File: config.mk
export PLATFORM = sky130hd
export DESIGN_NAME = gbm_stage
export DESIGN_NICKNAME = d
export VERILOG_FILES = /design/src/gbm_pkg.sv /design/src/gbm_stage.sv
export SDC_FILE = /design/constraint.sdc
export NUM_CORES = 1
export LEC_CHECK = 0
export BUFFER_PORTS_ARGS = -buffer_cell sky130_fd_sc_hd__buf_2
export CAP_MARGIN = 20
export CORE_AREA = 10 10 290 292
export CTS_CLUSTER_DIAMETER = 200
export DETAILED_ROUTE_END_ITERATION = 10
export DIE_AREA = 0 0 300 302
export PLACE_DENSITY = 0.63
export REMOVE_ABC_BUFFERS = 1
export SYNTH_ARGS = -nofsm -noshare
export SYNTH_HDL_FRONTEND = slang
export SYNTH_SLANG_ARGS = --single-unit
File: constraint.sdc
create_clock -name i_clk -period 12.23 [get_ports i_clk]
set_input_delay 1.223 -clock i_clk [delete_from_list [all_inputs] [get_ports i_clk]]
set_output_delay 1.223 -clock i_clk [all_outputs]
set_load 0.05 [all_outputs]
File: src/gbm_pkg.sv
// Package for the GHASH block multiplier: payload structs, pipeline word and
// field constants. No dependencies.
package gbm_pkg;

    localparam int unsigned GF_BITS        = 128;
    localparam int unsigned HALF_W         = 64;
    localparam logic [7:0]  REDUCE_TOP     = 8'he1;
    localparam int unsigned STEPS_PER_STAGE_DEF = 8;

    // configuration register indexes
    localparam int unsigned CFG_IDX_W      = 1;
    localparam logic [CFG_IDX_W-1:0] REG_KEY_HIGH = 1'b0;
    localparam logic [CFG_IDX_W-1:0] REG_KEY_LOW  = 1'b1;

    typedef struct packed {
        logic [HALF_W-1:0] block_high;
        logic [HALF_W-1:0] block_low;
    } t_in;

    typedef struct packed {
        logic [HALF_W-1:0] product_high;
        logic [HALF_W-1:0] product_low;
    } t_out;

    // word carried down the pipeline
    typedef struct packed {
        logic [GF_BITS-1:0] acc;   // partial product
        logic [GF_BITS-1:0] mult;  // H * x^n, n = bits consumed so far
        logic [GF_BITS-1:0] xrem;  // data bits not yet consumed, next one at MSB
    } t_work;

endpackage

File: src/gbm_stage.sv
// One pipeline stage of the GHASH multiplier: consumes STEPS data bits.
// Depends on gbm_pkg.
module gbm_stage #(
    parameter int unsigned STEPS = gbm_pkg::STEPS_PER_STAGE_DEF
) (
    input  logic           i_clk,
    input  logic           i_rst_n,
    input  logic           i_valid,
    output logic           o_ready,
    input  gbm_pkg::t_work i_work,
    output logic           o_valid,
    input  logic           i_ready,
    output gbm_pkg::t_work o_work
);
    import gbm_pkg::*;

    logic  r_valid;
    t_work r_work;
    t_work n_work;

    always_comb begin
        logic [GF_BITS-1:0] acc;
        logic [GF_BITS-1:0] mult;
        logic               carry;
        acc  = i_work.acc;
        mult = i_work.mult;
        for (int j = 0; j < STEPS; j++) begin
            if (i_work.xrem[GF_BITS-1-j]) begin
                acc = acc ^ mult;
            end
            carry = mult[0];
            mult  = mult >> 1;
            if (carry) begin
                mult[GF_BITS-1 -: 8] = mult[GF_BITS-1 -: 8] ^ REDUCE_TOP;
            end
        end
        n_work.acc  = acc;
        n_work.mult = mult;
        n_work.xrem = i_work.xrem << STEPS;
    end

    assign o_ready = !r_valid || i_ready;

    always_ff @(posedge i_clk) begin
        if (!i_rst_n) begin
            r_valid <= 1'b0;
        end else if (o_ready) begin
            r_valid <= i_valid;
        end
    end

    always_ff @(posedge i_clk) begin
        if (o_ready && i_valid) begin
            r_work <= n_work;
        end
    end

    assign o_valid = r_valid;
    assign o_work  = r_work;

endmodule

==> metrics.md <==
| Metric | Value |
|---|---|
| Status | completed |
| Syn Area/Cell | 9.46 sq um |
| Max Clk Rate | 245 MHz |
| Number of filler instances in the final layout | 7,773 |
| Number of remaining DRC errors | 0 |
| Crit-path slowest cell | sky130_fd_sc_hd__buf_4 |
| Number of setup violations in the final report | 0 |
| Deepest level of the CTS H-tree | 2 |
| Kind of cell adding the most delay to the critical path | buffers and inverters |
| Yosys warning count | 0 |
| Quantity of hold-fixing buffers added after cts | 0 |
| Remaining Overflow, GRT | 0 |
| Sum of internal, switching and leakage power | 4.90 mW |
| Slack of the critical path | 8150 ps |
| Peak supply drop | 0.111 mV |
| Final slew viol count | 0 |
| Maximum number of pins on one net before global-route repair | 161 |
| Cell count after synthesis | 2,700 |
| Initial DRC Count | 1,300 |
| Sequential-to-total area share from yosys stat | 44.3% |
| Initial Utilization | 32.6% |
| Hold Path Class | reg2reg |
| Worst max-slew margin expressed relative to the limit | 30.0% |
| Crit path buf inv count | 4 |
| Top cells by instance count after synthesis | sky130_fd_sc_hd__nand2_1, sky130_fd_sc_hd__xnor2_1, sky130_fd_sc_hd__edfxtp_1, sky130_fd_sc_hd__xor2_1, sky130_fd_sc_hd__clkbuf_1 |
| Aggregate negative setup slack | 0 ps |
| Overall die width | 300 microns |
| Setup repair after global routing missed its margin | no |
| Synthesis-to-finish area growth | 22.9% |
| CP startpoint kind | input pin |
| Total number of nets in the final design | 3,676 |
| CP required | 12,430 ps |
| Min cycle time layout | 4080 ps |
| Sinks on the clock net | 377 |
| Number of cell rows | 103 |
| Final cycle utilization of the critical path | 33.3% |
| Layout Cell Area excl Fill | 31,400 sq um |
| Pwr/cell area | 156 nW/um^2 |
| Number of instances in the placed design | 4,291 |
| Die Y-Extent | 302 microns |
| Fraction of final layout cells sized beyond drive strength 1 | 25.6% |
| Clock Tree Root | sky130_fd_sc_hd__clkbuf_16 |
| Total number of vias | 19,800 |
| Share of synthesized flip-flops with an asynchronous set or reset | 0% |
| FF-to-FF path depth | 5 |
| Final weighted congestion in routability-driven placement | 0.803 |
| Total length of routed wires | 90,400 microns |
| CP peak stage delay | 780 ps |
| Most instantiated library cell after synthesis | sky130_fd_sc_hd__nand2_1 |
| Area of placed instances | 29,900 sq um |
| Average vias per placed instance | 4.51 |
| Number of cells on the critical path | 6 |
| Leakage power total | 12.5 nW |
| Netlist cell types | 31 |
| Reported max-cap violation count | 0 |
| Top-level port count | 774 |
| Detailed-route wire length per cell | 20.6 microns |
| Most used cell, CP | sky130_fd_sc_hd__buf_4 |
| CP cell instances | buf_2 -> nand2b_1 -> and2_4 -> buf_4 -> buf_4 -> buf_12 |
| Cell Area, Synth | 25,500 sq um |
| Number of buffers created by CTS | 45 |
| Number of enable flip-flop cells after synthesis | 376 |
| I/O Buffers | 765 |
| Clock input transition at the sequential cells of the worst setup and hold paths | 60 ps |
| Worst Tran Pin Value | 1050 ps |
| Number of non-filler instances in the completed layout | 4,381 |
| Prevailing post-synth register cell | sky130_fd_sc_hd__edfxtp_1 |
| Category of the critical setup timing path | in2reg |
| Count of instances resized after the clock tree is built | 0 |
| Via count of the first global-routing pass | 19,500 |
| Biggest area contributors in the synthesized netlist | sky130_fd_sc_hd__edfxtp_1, sky130_fd_sc_hd__xnor2_1, sky130_fd_sc_hd__nand2_1 |
| TritonCTS clock tree | yes |
| Share of the synthesized area in the top cell type | 44.2% |
| GRT Total Usage | 18.9% |
| Largest area contributor in the synthesized netlist | sky130_fd_sc_hd__edfxtp_1 |
| WHS Path Cells | 2 |
| Setup slack after placement | 7590 ps |
| Routed Antenna Nets | 0 |
| FF+latch count, synth | 377 |
| Element type at the critical path end | flip-flop |
| Number of antenna violations at the first check in global routing | 12 |
| Final core area utilization | 40.0% |
| Hpwl dp | 65,000 microns |
| Max Fanout on Critical Path | 160 |
| Area of the die | 90,600 sq um |
| Latest clock arrival within the worst-skew pair | 600 ps |
| Maximum buffer depth of the clock tree | 3 |
| Core box area | 78,400 sq um |
| Worst hold slack | 550 ps |
| Wire length of the first global-routing pass | 132,000 microns |
| Clock skew after layout | 27.1 ps |
| Router iterations before antenna repair | 6 |
| Postcts setup bufs | 0 |
| Endpoint arrival time on the critical path | 4280 ps |
| Hold Fails Final Rpt | 0 |
-- cell families after synthesis --
logic type | Yosys count | share of synthesized area [%]
AOI/OAI and AO/OA | 9 | 0.235
xor gates and xnor gates | 1037 | 36.3
buffers and inverters | 249 | 3.98
DFF | 377 | 44.3
muxes | 1 | 0.0392
other | 1 | 0.0147
and+or+nand+nor | 1026 | 15.1
-- registers in the layout, summed over array words and instances (netlist names) --
name	count
o_work	376
o_valid	1
-- power breakdown --
group | switching [mW] | internal (mW) | leakage, nW
clock network | 0.591 | 0.796 | 0.714
logic | 1.21 | 0.598 | 8.18
registers | 0.0423 | 1.66 | 3.65
total | 1.85 | 3.05 | 12.5
-- layout by cell type, fill, tap and decap left out, drive strengths merged, types with 2 or more instances in the layout --
master       n
nand2     1019
buf        779
xnor2      756
edfxtp     376
xor2       269
clkbuf      55
clkinv      14
conb         8
inv          8
diode        6
xnor3        6
clkinvlp     6
xor3         6
bufinv       5
a21oi        2
o22ai        2
-- path summary, 6_finish.rpt --
kind | endpoint | from | slack (ps)
max | o_work[358] | i_ready | 8150
min | o_valid | o_valid | 550
max reg2reg | o_work[358] | o_valid | 8600
min reg2reg | o_valid | o_valid | 550
-- final cells by class --
type	instances	area [sq um]	share of cell area [%]
clock buffer	55	1160	3.71
clock inverter	29	347	1.10
timing repair buffer	779	3970	12.7
inverter	4	15.0	0.0479
antenna	6	15.0	0.0479
tap	1050	1310	4.19
sequential	377	11300	36.0
multi-input combinational	2081	13200	42.2
-- layer usage --
metal | GRT usage [%] | wire, microns | vias up
met2 | 33.2 | 45700 | 654
met1 | 23.2 | 36500 | 9502
li1 | - | - | 9490
met4 | 5.04 | 2010 | 8
met3 | 4.08 | 6170 | 97
met5 | 0 | 48 | -
-- worst register-to-register path, cell delays in order (launching register included) --
cell	delay [ps]
sky130_fd_sc_hd__dfxtp_1	310
sky130_fd_sc_hd__nand2b_1	100
sky130_fd_sc_hd__and2_4	350
sky130_fd_sc_hd__buf_4	790
sky130_fd_sc_hd__buf_4	760
sky130_fd_sc_hd__buf_12	620
Power figures use the tool's default switching activity.
